==> config.mk <==
export PLATFORM = sky130hd
export DESIGN_NAME = stn_cell
export DESIGN_NICKNAME = d
export VERILOG_FILES = /design/src/hdl/stn_pkg.sv /design/src/hdl/stn_cell.sv
export SDC_FILE = /design/constraint.sdc
export NUM_CORES = 1
export LEC_CHECK = 0
export BUFFER_PORTS_ARGS = -buffer_cell sky130_fd_sc_hd__buf_4
export CAP_MARGIN = 0
export CORE_MARGIN = 2
export CORE_UTILIZATION = 25
export CTS_BUF_LIST = sky130_fd_sc_hd__clkbuf_16
export DETAILED_ROUTE_END_ITERATION = 12
export SKIP_LAST_GASP = 1
export SLEW_MARGIN = 30
export SYNTH_ARGS = -nofsm -noshare
export SYNTH_HDL_FRONTEND = slang
export SYNTH_SLANG_ARGS = --single-unit
export TNS_END_PERCENT = 50
==> constraint.sdc <==
create_clock -name clk -period 8.95 [get_ports clk]
set_clock_uncertainty 0.1 [all_clocks]
set_input_delay 1.3425 -clock clk [delete_from_list [all_inputs] [get_ports clk]]
set_output_delay 1.3425 -clock clk [all_outputs]
set_load 0.05 [all_outputs]
==> src/hdl/stn_pkg.sv <==
// Shared types and codes for the sorted timestamp table.
package stn_pkg;

  localparam int HANDLES = 16;
  localparam int HDL_W   = 4;
  localparam int POS_W   = 64;
  localparam int CNT_W   = 5;

  localparam logic [1:0] REQ_ADD     = 2'd0;
  localparam logic [1:0] REQ_REMOVE  = 2'd1;
  localparam logic [1:0] REQ_MOVE    = 2'd2;
  localparam logic [1:0] REQ_CLOSEST = 2'd3;

  localparam logic [1:0] ST_OK        = 2'd0;
  localparam logic [1:0] ST_NOT_FOUND = 2'd1;
  localparam logic [1:0] ST_FULL      = 2'd2;
  localparam logic [1:0] ST_EMPTY     = 2'd3;

  typedef struct packed {
    logic [1:0]       req_type;
    logic [HDL_W-1:0] handle;
    logic [POS_W-1:0] position;
  } req_t;

  typedef struct packed {
    logic [1:0]       status;
    logic [HDL_W-1:0] result_handle;
    logic [POS_W-1:0] result_position;
    logic [CNT_W-1:0] entry_count;
  } rsp_t;

  // broadcast to every cell
  typedef struct packed {
    logic calc;
    logic apply;
    logic ins;
    logic del;
    logic closest;
    logic want_old;
  } ctl_t;

  // per-cell flags captured in the compare cycle
  typedef struct packed {
    logic occ;
    logic gt;
    logic lt;
    logic match;
    logic after;
  } flag_t;

endpackage

==> src/hdl/stn_cell.sv <==
// One slot of the sorted table: compare, shift and nearest pick.
module stn_cell (
  input  logic                       clk,
  input  stn_pkg::ctl_t              ctl,
  input  logic [stn_pkg::POS_W-1:0]  p,
  input  logic [stn_pkg::HDL_W-1:0]  h,
  input  logic                       occ,
  input  logic                       occ_new,
  input  logic                       seen_in,
  output logic                       seen_out,
  input  logic [stn_pkg::POS_W-1:0]  prev_pos,
  input  logic [stn_pkg::HDL_W-1:0]  prev_hdl,
  input  stn_pkg::flag_t             prev_fl,
  input  logic [stn_pkg::POS_W-1:0]  next_pos,
  input  logic [stn_pkg::HDL_W-1:0]  next_hdl,
  input  stn_pkg::flag_t             next_fl,
  output logic [stn_pkg::POS_W-1:0]  pos,
  output logic [stn_pkg::HDL_W-1:0]  hdl,
  output stn_pkg::flag_t             fl,
  output logic [stn_pkg::POS_W-1:0]  res_pos,
  output logic [stn_pkg::HDL_W-1:0]  res_hdl
);

  logic                      gt_now;
  logic                      match_now;
  logic                      from_self;
  logic                      from_prev;
  logic                      from_next;
  logic                      take_new;
  logic [stn_pkg::POS_W-1:0] dp_self;
  logic [stn_pkg::POS_W-1:0] dn_self;
  logic [stn_pkg::POS_W-1:0] dp_prev;
  logic [stn_pkg::POS_W-1:0] dn_next;
  logic                      pick_lo;
  logic                      pick_hi;
  logic                      sel;

  function automatic logic geff(input stn_pkg::ctl_t c, input stn_pkg::flag_t f);
    return c.ins & f.gt & ~(c.del & f.match);
  endfunction

  function automatic logic aft(input stn_pkg::ctl_t c, input stn_pkg::flag_t f);
    return c.del & f.after;
  endfunction

  assign gt_now    = occ & (pos > p);
  assign match_now = occ & (hdl == h);
  assign seen_out  = seen_in | match_now;

  always_ff @(posedge clk) begin
    if (ctl.calc) begin
      fl.occ   <= occ;
      fl.gt    <= gt_now;
      fl.lt    <= occ & ~gt_now;
      fl.match <= match_now;
      fl.after <= seen_in;
    end
  end

  // source of the new content after a delete and/or insert
  assign from_self = fl.occ & ~(ctl.del & fl.match) & (geff(ctl, fl) == aft(ctl, fl));
  assign from_prev = prev_fl.occ & geff(ctl, prev_fl) & ~aft(ctl, prev_fl);
  assign from_next = next_fl.occ & aft(ctl, next_fl) & ~geff(ctl, next_fl);
  assign take_new  = ctl.ins & occ_new;

  always_ff @(posedge clk) begin
    if (ctl.apply) begin
      if (from_self) begin
        pos <= pos;
        hdl <= hdl;
      end else if (from_prev) begin
        pos <= prev_pos;
        hdl <= prev_hdl;
      end else if (from_next) begin
        pos <= next_pos;
        hdl <= next_hdl;
      end else if (take_new) begin
        pos <= p;
        hdl <= h;
      end
    end
  end

  // nearest: last entry <= p against first entry > p, tie to the lower
  assign dp_self = p - pos;
  assign dn_self = pos - p;
  assign dp_prev = p - prev_pos;
  assign dn_next = next_pos - p;

  assign pick_lo = fl.lt & ~next_fl.lt & (~next_fl.gt | (dp_self <= dn_next));
  assign pick_hi = fl.gt & ~prev_fl.gt & (~prev_fl.lt | (dp_prev > dn_self));

  assign sel     = (ctl.closest & (pick_lo | pick_hi)) | (ctl.want_old & fl.match);
  assign res_pos = sel ? pos : '0;
  assign res_hdl = sel ? hdl : '0;

endmodule

# Word-level counts from Yosys, hierarchy flattened
# Index checks and enable logic that the tools add are counted.
dict set report classes {
  add_sub_neg 4
  magnitude_cmp 3
  n_eq_ne 2
  muxes 8
  bitwise_logic 44
  reduce_logical 2
}
# operator count
set ops {}
lappend ops {{two-way mux 64 bit} 4}
lappend ops {{subtractor 64 bit} 4}
lappend ops {{> comparator 64 bit} 2}
lappend ops {{less-or-equal comparator 64 bit} 1}
lappend ops {{bitwise AND 1 bit} 28}
lappend ops {{two-way mux 4 bit} 4}
lappend ops {{NOT 1 bit} 11}
lappend ops {{OR 1 bit} 5}
lappend ops {{== test 4 bit} 1}
lappend ops {{AND reduction 3 bit} 1}
lappend ops {{nonzero test 3 bit} 1}
lappend ops {{== test 1 bit} 1}
dict set report totals {
  register_bits 73
  output_inout_bits 142
  word_cells 70
}

# Depth between registers and ports, before layout
# Gate-level depths: netlist of run 1.
dict set report logic_depth {
  ltp_word 8
  depth_mapped 26
  mapped_depth_nobuf 25
}

# Least setup slack after synthesis of run 1
# Ideal clock, no wire load.
dict set report synth_path {
  path_kind {input-to-output}
  startpoint {in p[0] (netlist name)}
  endpoint {out res_hdl[1] (netlist name)}
  arrival_ns 7.049
  slack_ns 0.459
  cell_stages 25
  n_path_buf 2
  path_cell_list {inv_1 > ha_1 > fa_1 > nand2b_1 > a21boi_1 > o21ai_1 > a2111oi_0 > nor3_1 > o21ai_1 > a211oi_1 > o31ai_1 > a21oi_1 > xnor2_1 > ha_1 > nand4_1 > nor2_1 > nand4_1 > or4_1 > o21ai_1 > a221oi_1 > nor2b_1 > a221o_1 > clkbuf_1 > buf_2 > a31oi_1}
}
dict set report synth_via {
  elab_chain_cells 8
  elab_cells_between_ends 14
  cone_classes {add/sub (4); order compare (2); mux (1); bitwise (7)}
}
# element line_no
set synth_lines {}
lappend synth_lines {{from (decl)} stn_cell.sv:5} ;# input logic [stn_pkg::POS_W-1:0] p,
lappend synth_lines {{subtractor 64 bit, on equally long branches} --}
lappend synth_lines {{less-or-equal comparator 64 bit or > comparator 64 bit (tied branches)} {stn_cell.sv:90, stn_cell.sv:91}}
lappend synth_lines {{OR 1 bit, on equally long branches} {stn_cell.sv:90, stn_cell.sv:91}}
lappend synth_lines {{bitwise AND 1 bit, on equally long branches} {stn_cell.sv:90, stn_cell.sv:91}}
lappend synth_lines {{OR 1 bit *} stn_cell.sv:93} ;# assign sel = (ctl.closest & (pick_lo | pick_hi)) | (ctl.want_old & fl.match);
lappend synth_lines {{bitwise AND 1 bit *} stn_cell.sv:93}
lappend synth_lines {{OR 1 bit *} stn_cell.sv:93}
lappend synth_lines {{two-way mux 4 bit *} stn_cell.sv:95} ;# assign res_hdl = sel ? hdl : '0;
lappend synth_lines {{to (decl)} stn_cell.sv:21} ;# output logic [stn_pkg::HDL_W-1:0] res_hdl
# Mark *: on every way between the ends. The rest lies on a longest branch, timed or not.

# Worst setup path in the final report of run 1
dict set report layout_path {
  startpoint {in p[1] (netlist name)}
  endpoint {out res_pos[55] (netlist name)}
}
dict set report layout_via {
  elab_chain_cells 8
  elab_cells_between_ends 14
  cone_classes {add/sub (4); order compare (2); mux (1); bitwise (7)}
}
# element line_no
set layout_lines {}
lappend layout_lines {{subtractor 64 bit, on equally long branches} --}
lappend layout_lines {{less-or-equal comparator 64 bit or > comparator 64 bit (tied branches)} {stn_cell.sv:90, stn_cell.sv:91}}
lappend layout_lines {{OR 1 bit, on equally long branches} {stn_cell.sv:90, stn_cell.sv:91}}
lappend layout_lines {{bitwise AND 1 bit, on equally long branches} {stn_cell.sv:90, stn_cell.sv:91}}
lappend layout_lines {{OR 1 bit *} stn_cell.sv:93}
lappend layout_lines {{bitwise AND 1 bit *} stn_cell.sv:93}
lappend layout_lines {{OR 1 bit *} stn_cell.sv:93}
lappend layout_lines {{two-way mux 64 bit *} stn_cell.sv:94} ;# assign res_pos = sel ? pos : '0;
lappend layout_lines {{to (decl)} stn_cell.sv:20} ;# output logic [stn_pkg::POS_W-1:0] res_pos,
# Marks and branches as above.

==> summary.txt, run 1 <==
ROUTING
------------------------------------------------------------------------------------------
WL met1                                                                           44400 um
Pre-Repair DR Iteration Count                                                            8
Routed met3 length                                                                 5104 um
Top metal layer carrying routed signals                                               met5
Remaining number of nets flagged by the antenna check after routing                      0
Post-detailed-route wirelength per cell                                           22.21 um
Vias/cell                                                                            5.373
Total wirelength of the detailed-routed design                                   102200 um
Post-route DRC                                                                           0
Number of DRC violations after detailed-routing iteration 0                           2194
Total number of vias                                                                 24740
Met2 WL                                                                           49650 um

WORST SETUP PATH
------------------------------------------------------------------------------------------
Maximum fanout encountered on the critical timing path                                  21
Critical R2R Launch                                                           pos[0]$_DFFE_PP_
Kind of start point of the critical path                                        input port
Worst setup EP type                                                           primary output
Worst path required time                                                           7.51 ns
Worst Setup Path Type                                                         input port to primary output
Data arrival time at the worst-slack endpoint                                      7.29 ns
Start point of the critical path                                                      p[1]

LOGIC SYNTHESIS
------------------------------------------------------------------------------------------
Number of nets in the synthesized netlist                                             3687
Share of the synthesized area in compound gates (AO/OA/AOI/OAI)                     0.3278
Post-synthesis share of cell area spent on and, or, nand and nor gates              0.1653
Portion of the post-synthesis area used by sequential elements                     0.09772
Fraction of synthesis flops using an asynchronous set or reset pin                       0
Cells after Synth                                                                     3079
Main combinational cell family by area after synthesis                        compound AO/OA/AOI/OAI gates
Leading register cell type out of synthesis                                   sky130_fd_sc_hd__edfxtp_1
Post-synthesis mux area share                                                      0.03123
Register bit total from synthesis                                                       73
Synthesized area divided by synthesized cell count                               7.286 um2
Netlist Area Pre-Place                                                           22430 um2
Warnings, synthesis                                                                      0
Xor/xnor share of the synthesized area                                             0.09175
Count of unique library cells instantiated by Yosys                                     92
Adder-cell share of the synthesized area                                            0.2155
Count of flip-flops with a built-in enable after synthesis                              73

POWER AND IR DROP
------------------------------------------------------------------------------------------
VDD IR-drop max                                                                 0.08230 mV
Leakage power figure                                                              12.85 nW
Power per standard cell area                                                  116.2 nW/um2

FLOORPLANNING
------------------------------------------------------------------------------------------
Die Wd                                                                            303.6 um
Die Ht                                                                            303.6 um
Std-Cell Rows                                                                          109
Boundary Pins                                                                          366
Effective utilization at floorplan                                                  0.2531
Placeable Area                                                                   88650 um2
Die area                                                                         92140 um2

CLOCK NETWORK
------------------------------------------------------------------------------------------
CTS Buffer Depth                                                                         2
Worst-skew pair later-pin latency                                                  0.41 ns
Count of hold buffers inserted by post-cts repair                                        0
CTS buffer count                                                                         9
CTS tree                                                                              done
Clock edge transition at the registers on the reported setup and hold paths        0.07 ns
H-tree lvl count                                                                         3
CTS sink cnt                                                                            73
Root buffer cell                                                              sky130_fd_sc_hd__clkbuf_16

PLACE
------------------------------------------------------------------------------------------
Number of I/O port buffers                                                             365
Weighted congestion reported at the end of routability-driven placement             0.9670
Pre-CTS setup slack                                                             -0.5069 ns
Hpwl dp                                                                           88290 um

FINISH
------------------------------------------------------------------------------------------
Utilization after layout                                                            0.3108
Fill cells                                                                            9759
Antenna diode count                                                                      0
Synth-to-Final Area Change                                                          22.82%
Most common cell after layout, fill and taps aside                            sky130_fd_sc_hd__buf_4
Multi-input gate area in the final layout                                        18850 um2
Ratio of cells with drive above 1 in the final layout                               0.1678
Fin nets                                                                              4042
Register Area                                                                     2192 um2
Commonest non-fill, non-tap cells in the layout                               sky130_fd_sc_hd__buf_4, sky130_fd_sc_hd__a21oi_1, sky130_fd_sc_hd__ha_1, sky130_fd_sc_hd__inv_1, sky130_fd_sc_hd__nor2_1

TIMING
------------------------------------------------------------------------------------------
Relative slew slack                                                                 0.4708
Final Hold Vio Count                                                                     0
Post-Route Hold Slack                                                            0.7133 ns
RSZ-0062 raised after global routing                                                   yes
Final worst-path cycle share                                                        0.9762
Fmax                                                                            0.1145 GHz
Final critical-path setup slack                                                  0.2132 ns
Slew at the pin closest to its max-slew limit                                    0.7938 ns
Tmin final                                                                        8.737 ns
Endpoints failing setup                                                                  0
Number of slew-limit violations in the final report                                      0

GRT
------------------------------------------------------------------------------------------
Number of antenna violations at the first check in global routing                        1
Wire length of the first global-routing pass                                     149000 um
Overall fraction of global-route tracks in use                                      0.2133
Pin count of the biggest net entering global routing                                    70
Number of global-route vias before repair                                            23730
Leftover overflow at the end of global routing                                           0

WORST HOLD PATH
------------------------------------------------------------------------------------------
Tightest Hold Check Type                                                      flop to flop
Start point of the worst hold path                                            hdl[2]$_DFFE_PP_

OUTCOME
------------------------------------------------------------------------------------------
Result of the run                                                             complete, no violations

JOB
------------------------------------------------------------------------------------------
Count of max-cap constraint violations                                                   0

-- through the flow --
step | total power [mW] | std cells | area (um2) | setup TNS [ns]
after global routing | 3.434 | 4604 | 27550 | -0.01402
after CTS | 3.182 | 4601 | 27430 | 0
after detailed placement | 2.711 | 4582 | 27040 | -30.47
after floorplan | 1.960 | 3079 | 22430 | 0
after global placement | 2.703 | 4582 | 27040 | -23.67
final | 3.203 | 4604 | 27550 | 0
-- final cells by class --
cell class	count	share of cell area
well taps	1165	0.05290
multi-input cells	2597	0.6840
clock inverters	7	0.003088
inverters	268	0.03651
clock buffers	9	0.008174
flip-flops and latches	73	0.07956
repair buffers	485	0.1357
-- cell families after synthesis --
family          Yosys count
mux                      70
simple gates            768
flops                    73
compound gates         1140
xor+xnor                235
buf+inv                 409
fa+ha+maj               384
-- path summary, 6_finish.rpt --
check | slack [ns] | endpoint | depth (start not counted)
setup / recovery | 0.21 | res_pos[55] | 27
hold / removal | 0.71 | fl[1]$_DFFE_PP_ | 2
setup reg to reg | 4.51 | fl[3]$_DFFE_PP_ | 16
hold reg to reg | 0.71 | fl[1]$_DFFE_PP_ | 2
-- Yosys cell counts, types with 6 or more instances --
| library cell | n | share of area |
|---|---|---|
| sky130_fd_sc_hd__a211o_1 | 9 | 0.0035 |
| sky130_fd_sc_hd__a211oi_1 | 28 | 0.0094 |
| sky130_fd_sc_hd__a21boi_0 | 15 | 0.0050 |
| sky130_fd_sc_hd__a21o_1 | 164 | 0.055 |
| sky130_fd_sc_hd__a21oi_1 | 416 | 0.093 |
| sky130_fd_sc_hd__a221oi_1 | 6 | 0.0023 |
| sky130_fd_sc_hd__a31oi_1 | 92 | 0.026 |
| sky130_fd_sc_hd__and2_1 | 14 | 0.0039 |
| sky130_fd_sc_hd__and3_1 | 25 | 0.0070 |
| sky130_fd_sc_hd__and4_1 | 6 | 0.0023 |
| sky130_fd_sc_hd__buf_1 | 10 | 0.0017 |
| sky130_fd_sc_hd__buf_2 | 34 | 0.0076 |
| sky130_fd_sc_hd__clkbuf_1 | 95 | 0.016 |
| sky130_fd_sc_hd__edfxtp_1 | 73 | 0.098 |
| sky130_fd_sc_hd__ha_1 | 380 | 0.21 |
| sky130_fd_sc_hd__inv_1 | 266 | 0.045 |
| sky130_fd_sc_hd__mux2i_1 | 70 | 0.031 |
| sky130_fd_sc_hd__nand2_1 | 179 | 0.030 |
| sky130_fd_sc_hd__nand2b_1 | 26 | 0.0073 |
| sky130_fd_sc_hd__nand3_1 | 57 | 0.013 |
| sky130_fd_sc_hd__nand4_1 | 90 | 0.025 |
| sky130_fd_sc_hd__nor2_1 | 238 | 0.040 |
| sky130_fd_sc_hd__nor2b_1 | 31 | 0.0086 |
| sky130_fd_sc_hd__nor3_1 | 43 | 0.0096 |
| sky130_fd_sc_hd__nor4_1 | 11 | 0.0031 |
| sky130_fd_sc_hd__o211ai_1 | 16 | 0.0054 |
| sky130_fd_sc_hd__o21a_1 | 33 | 0.011 |
| sky130_fd_sc_hd__o21ai_0 | 142 | 0.032 |
| sky130_fd_sc_hd__o21ai_1 | 22 | 0.0049 |
| sky130_fd_sc_hd__o21ai_2 | 6 | 0.0023 |
| sky130_fd_sc_hd__o21bai_1 | 67 | 0.022 |
| sky130_fd_sc_hd__o221ai_1 | 10 | 0.0039 |
| sky130_fd_sc_hd__o22ai_1 | 8 | 0.0022 |
| sky130_fd_sc_hd__o31ai_1 | 20 | 0.0067 |
| sky130_fd_sc_hd__o41ai_1 | 6 | 0.0023 |
| sky130_fd_sc_hd__or2_2 | 6 | 0.0017 |
| sky130_fd_sc_hd__or3_1 | 12 | 0.0033 |
| sky130_fd_sc_hd__or4_1 | 11 | 0.0037 |
| sky130_fd_sc_hd__xnor2_1 | 142 | 0.055 |
| sky130_fd_sc_hd__xor2_1 | 93 | 0.036 |
-- sequential cells by signal, indices dropped and copies added, names as in the netlist --
| register | count |
|---|---|
| fl | 5 |
| pos | 64 |
| hdl | 4 |
-- repair_timing --
item	4_1_cts	5_1_grt
setup endpoints to repair	68	68
setup buffers	3	3
resized for setup	13	20
pin swaps	3	9
-- where the power goes --
group | internal (mW) | leakage [nW] | total, mW | switching, mW
logic | 0.922 | 12.0 | 2.34 | 1.41
clock network | 0.242 | 0.150 | 0.444 | 0.202
registers | 0.402 | 0.675 | 0.423 | 0.0215
-- critical path, stage by stage --
cell and delay (ns):
sky130_fd_sc_hd__buf_4 0.15, sky130_fd_sc_hd__inv_1 0.18, sky130_fd_sc_hd__ha_1 0.29, sky130_fd_sc_hd__nor2b_1 0.14, sky130_fd_sc_hd__o21ai_1 0.17, sky130_fd_sc_hd__a21oi_1 0.16, sky130_fd_sc_hd__o21ai_2 0.23, sky130_fd_sc_hd__a21boi_2 0.12
sky130_fd_sc_hd__nor4b_2 0.41, sky130_fd_sc_hd__o41ai_1 0.18, sky130_fd_sc_hd__buf_4 0.18, sky130_fd_sc_hd__a211o_1 0.33, sky130_fd_sc_hd__a21oi_1 0.37, sky130_fd_sc_hd__xor2_1 0.23, sky130_fd_sc_hd__ha_1 0.28, sky130_fd_sc_hd__a21o_1 0.17
sky130_fd_sc_hd__a21o_1 0.18, sky130_fd_sc_hd__a21oi_1 0.23, sky130_fd_sc_hd__o21ai_0 0.23, sky130_fd_sc_hd__a311oi_1 0.30, sky130_fd_sc_hd__o21ai_0 0.22, sky130_fd_sc_hd__a21oi_1 0.23, sky130_fd_sc_hd__buf_4 0.15, sky130_fd_sc_hd__a211o_2 0.16
sky130_fd_sc_hd__buf_4 0.27, sky130_fd_sc_hd__a31oi_1 0.15, sky130_fd_sc_hd__buf_4 0.21
-- metal layers --
metal,up-vias,global-route usage
met2,861,0.3741
met3,150,0.02270
met1,11730,0.2729
li1,12000,-
met4,2,0.06571
met5,-,0
No activity file was read; power rests on OpenSTA's default activity.
==> run 2: changes to the inputs <==
--- a/config.mk
+++ b/config.mk
@@ -11,6 +11,7 @@
 export CORE_UTILIZATION = 25
 export CTS_BUF_LIST = sky130_fd_sc_hd__clkbuf_16
 export DETAILED_ROUTE_END_ITERATION = 12
+export PLACE_DENSITY_LB_ADDON = 0.15
 export SKIP_LAST_GASP = 1
 export SLEW_MARGIN = 30
 export SYNTH_ARGS = -nofsm -noshare
==> run 2 against run 1 <==
Critical path depth increased by 3. Via count shrank 0.45%. Non-clock buffer count up 49. Wire length is 6.1% higher. Sequential power about the same. Largest cell class unchanged.
==> summary.txt, run 2 (same netlist as run 1, synthesis figures left out) <==
ROUTING
------------------------------------------------------------------------------------------
Post-detailed-route wirelength per cell                                           23.31 um   +4.9%
Total wirelength of the detailed-routed design                                   108400 um   +6.1%
Post-route DRC                                                                           0   unchanged
Vias/cell                                                                            5.292   -1.5%
WL met1                                                                           49470 um   +11%
Met2 WL                                                                           51930 um   +4.6%
Remaining number of nets flagged by the antenna check after routing                      0   unchanged
Routed met3 length                                                                 4516 um   -12%
Number of DRC violations after detailed-routing iteration 0                           1970   -10%
Total number of vias                                                                 24630   -0.45%
Pre-Repair DR Iteration Count                                                            5   -3
Top metal layer carrying routed signals                                               met4

CLOCK NETWORK
------------------------------------------------------------------------------------------
Worst-skew pair later-pin latency                                                  0.42 ns   about the same
CTS tree                                                                              done
CTS buffer count                                                                         9   unchanged
H-tree lvl count                                                                         3   unchanged
CTS sink cnt                                                                            73   unchanged
Root buffer cell                                                              sky130_fd_sc_hd__clkbuf_16
CTS Buffer Depth                                                                         2   unchanged
Clock edge transition at the registers on the reported setup and hold paths        0.07 ns   about the same
Count of hold buffers inserted by post-cts repair                                        0   unchanged

WORST SETUP PATH
------------------------------------------------------------------------------------------
Endpoint of the most critical register-to-register path                       fl[3]$_DFFE_PP_
Depth of the worst register-to-register path                                            17   +1
Worst setup EP type                                                           primary output
Most frequent CP cell                                                         sky130_fd_sc_hd__buf_4
Worst Setup Path Type                                                         input port to primary output
Worst path required time                                                           7.51 ns   about the same
Internal reg-to-reg setup slack                                                    4.53 ns   +0.02 ns
Start point of the critical path                                                      p[0]
Kind of start point of the critical path                                        input port
Setup crit end                                                                 res_pos[46]
Maximum fanout encountered on the critical timing path                                  27   +29%
Data arrival time at the worst-slack endpoint                                      7.29 ns   about the same
Critical-path cell with the highest stage delay                               sky130_fd_sc_hd__o311a_1
Worst path max stage delay                                                         0.46 ns   +0.05 ns
Critical R2R Launch                                                           pos[0]$_DFFE_PP_

FINISH
------------------------------------------------------------------------------------------
Most flop-heavy register                                                               pos
Registers with the highest flip-flop counts                                   pos x64, fl x5, hdl x4
Number of flip-flops under the largest register name                                    64   unchanged
Multi-input gate area in the final layout                                        18920 um2   +0.39%
Ratio of cells with drive above 1 in the final layout                               0.1821   +0.01432
Utilization after layout                                                            0.3160   +0.005194
Commonest non-fill, non-tap cells in the layout                               sky130_fd_sc_hd__buf_4, sky130_fd_sc_hd__a21oi_1, sky130_fd_sc_hd__ha_1, sky130_fd_sc_hd__inv_1, sky130_fd_sc_hd__nor2_1
Fin nets                                                                              4091   +1.2%
Post-route insts no fill                                                              4653   +1.1%
Synth-to-Final Area Change                                                          24.88%
Fill cells                                                                            9812   +0.54%
Register Area                                                                     2192 um2   unchanged
Fin area                                                                         28010 um2   +1.7%
Most common cell after layout, fill and taps aside                            sky130_fd_sc_hd__buf_4

GRT
------------------------------------------------------------------------------------------
Number of antenna violations at the first check in global routing                        2   +1
Overall fraction of global-route tracks in use                                      0.2264   +0.01309
Wire length of the first global-routing pass                                     157600 um   +5.8%
Number of global-route vias before repair                                            24350   +2.6%
Leftover overflow at the end of global routing                                           0   unchanged
Pin count of the biggest net entering global routing                                    73   +4.3%

TIMING
------------------------------------------------------------------------------------------
Final Hold Vio Count                                                                     0   unchanged
Tmin final                                                                        8.735 ns   -0.002001 ns
Fmax                                                                            0.1145 GHz   about the same
Final worst-path cycle share                                                        0.9760   about the same
Slew at the pin closest to its max-slew limit                                    0.8301 ns   +0.03630 ns
Endpoints failing setup                                                                  0   unchanged
RSZ-0062 raised after global routing                                                    no
Setup TNS                                                                             0 ns   unchanged
Number of slew-limit violations in the final report                                      0   unchanged
Relative slew slack                                                                 0.4466   -0.02420

PLACE
------------------------------------------------------------------------------------------
Cell count after placement                                                            4629   +1.0%
Number of I/O port buffers                                                             365   unchanged
Area post-placement                                                              27350 um2   +1.2%
Hpwl dp                                                                           93330 um   +5.7%
Weighted congestion reported at the end of routability-driven placement             0.9438   -2.4%

FLOORPLANNING
------------------------------------------------------------------------------------------
Die Wd                                                                            303.6 um   unchanged
Die area                                                                         92140 um2   unchanged
Std-Cell Rows                                                                          109   unchanged
Placeable Area                                                                   88650 um2   unchanged
Boundary Pins                                                                          366   unchanged
Effective utilization at floorplan                                                  0.2531   unchanged
Die Ht                                                                            303.6 um   unchanged

POWER AND IR DROP
------------------------------------------------------------------------------------------
Power per standard cell area                                                  117.8 nW/um2   +1.3%
Leakage power figure                                                              13.09 nW   +1.9%
VDD IR-drop max                                                                  0.1014 mV   +23%

JOB
------------------------------------------------------------------------------------------
Count of max-cap constraint violations                                                   0   unchanged

WORST HOLD PATH
------------------------------------------------------------------------------------------
Tightest Hold Check Type                                                      flop to flop
Start point of the worst hold path                                            hdl[3]$_DFFE_PP_

OUTCOME
------------------------------------------------------------------------------------------
Result of the run                                                             complete, no violations

run 2: changes by cell type in the layout (fill, tap and decap cells not counted), sizes merged:
cell / before / now
buf: 485 / 533
clkinv: 4 / 2
bufinv: 2 / 3
clkbuf: 9 / 10
diode: 0 / 1
run 2: how the worst min path moves through the flow:
stage | to | slack, ns | cells after the start
2_1_floorplan | fl[1]$_DFFE_PP_ | 0.94 | 2
3_3_place_gp | fl[1]$_DFFE_PP_ | 0.67 | 3
3_5_place_dp | fl[1]$_DFFE_PP_ | 0.69 | 3
4_1_cts | fl[1]$_DFFE_PP_ | 0.70 | 3
5_1_grt | fl[1]$_DFFE_PP_ | 0.73 | 3
6_report | fl[1]$_DFFE_PP_ | 0.71 | 3
run 2: layer usage:
metal  vias to the layer above  track usage
li1                      12090            -
met1                     11760       0.3025
met2                       684       0.3907
met3                        89      0.01749
met4                         0      0.05999
met5                         -            0
run 2: stage by stage:
step,total power [mW],hold WS [ns],setup slack [ns]
after floorplan,1.960,0.9380,0.4590
after global placement,2.796,0.6688,-1.017
after detailed placement,2.785,0.6861,-0.6313
after CTS,3.283,0.6974,0.04131
after global routing,3.544,0.7349,0.0002709
final,3.300,0.7123,0.2152
run 2: worst max-delay path, delay by kind of cell:
kind | cells | cell delay [ns]
buffers and inverters | 10 | 1.67
adders and majority gates | 3 | 0.91
xor gates and xnor gates | 1 | 0.15
AOI/OAI and AO/OA | 12 | 2.64
and+or+nand+nor | 4 | 0.52
run 2: layout make-up:
cell class | count | share of cell area
antenna | 1 | 0.00008933
clock buffer | 9 | 0.008040
inverter | 268 | 0.03591
clock inverter | 6 | 0.003841
sequential | 73 | 0.07825
tap | 1165 | 0.05203
timing repair buffer | 534 | 0.1464
multi-input combinational | 2597 | 0.6754
run 2: power breakdown:
part           leakage [nW]  internal (mW)  total, mW  switching, mW
combinational          12.3          0.956       2.41           1.45
clock                 0.161          0.270      0.470          0.200
sequential            0.675          0.402      0.423         0.0206
run 2: timing repair:
action | CTS | global route
pin swaps | 1 | 13
endpoints found under the setup margin | 68 | 68
gates cloned | 0 | 1
gates resized for setup | 13 | 35
buffers inserted | 1 | 6
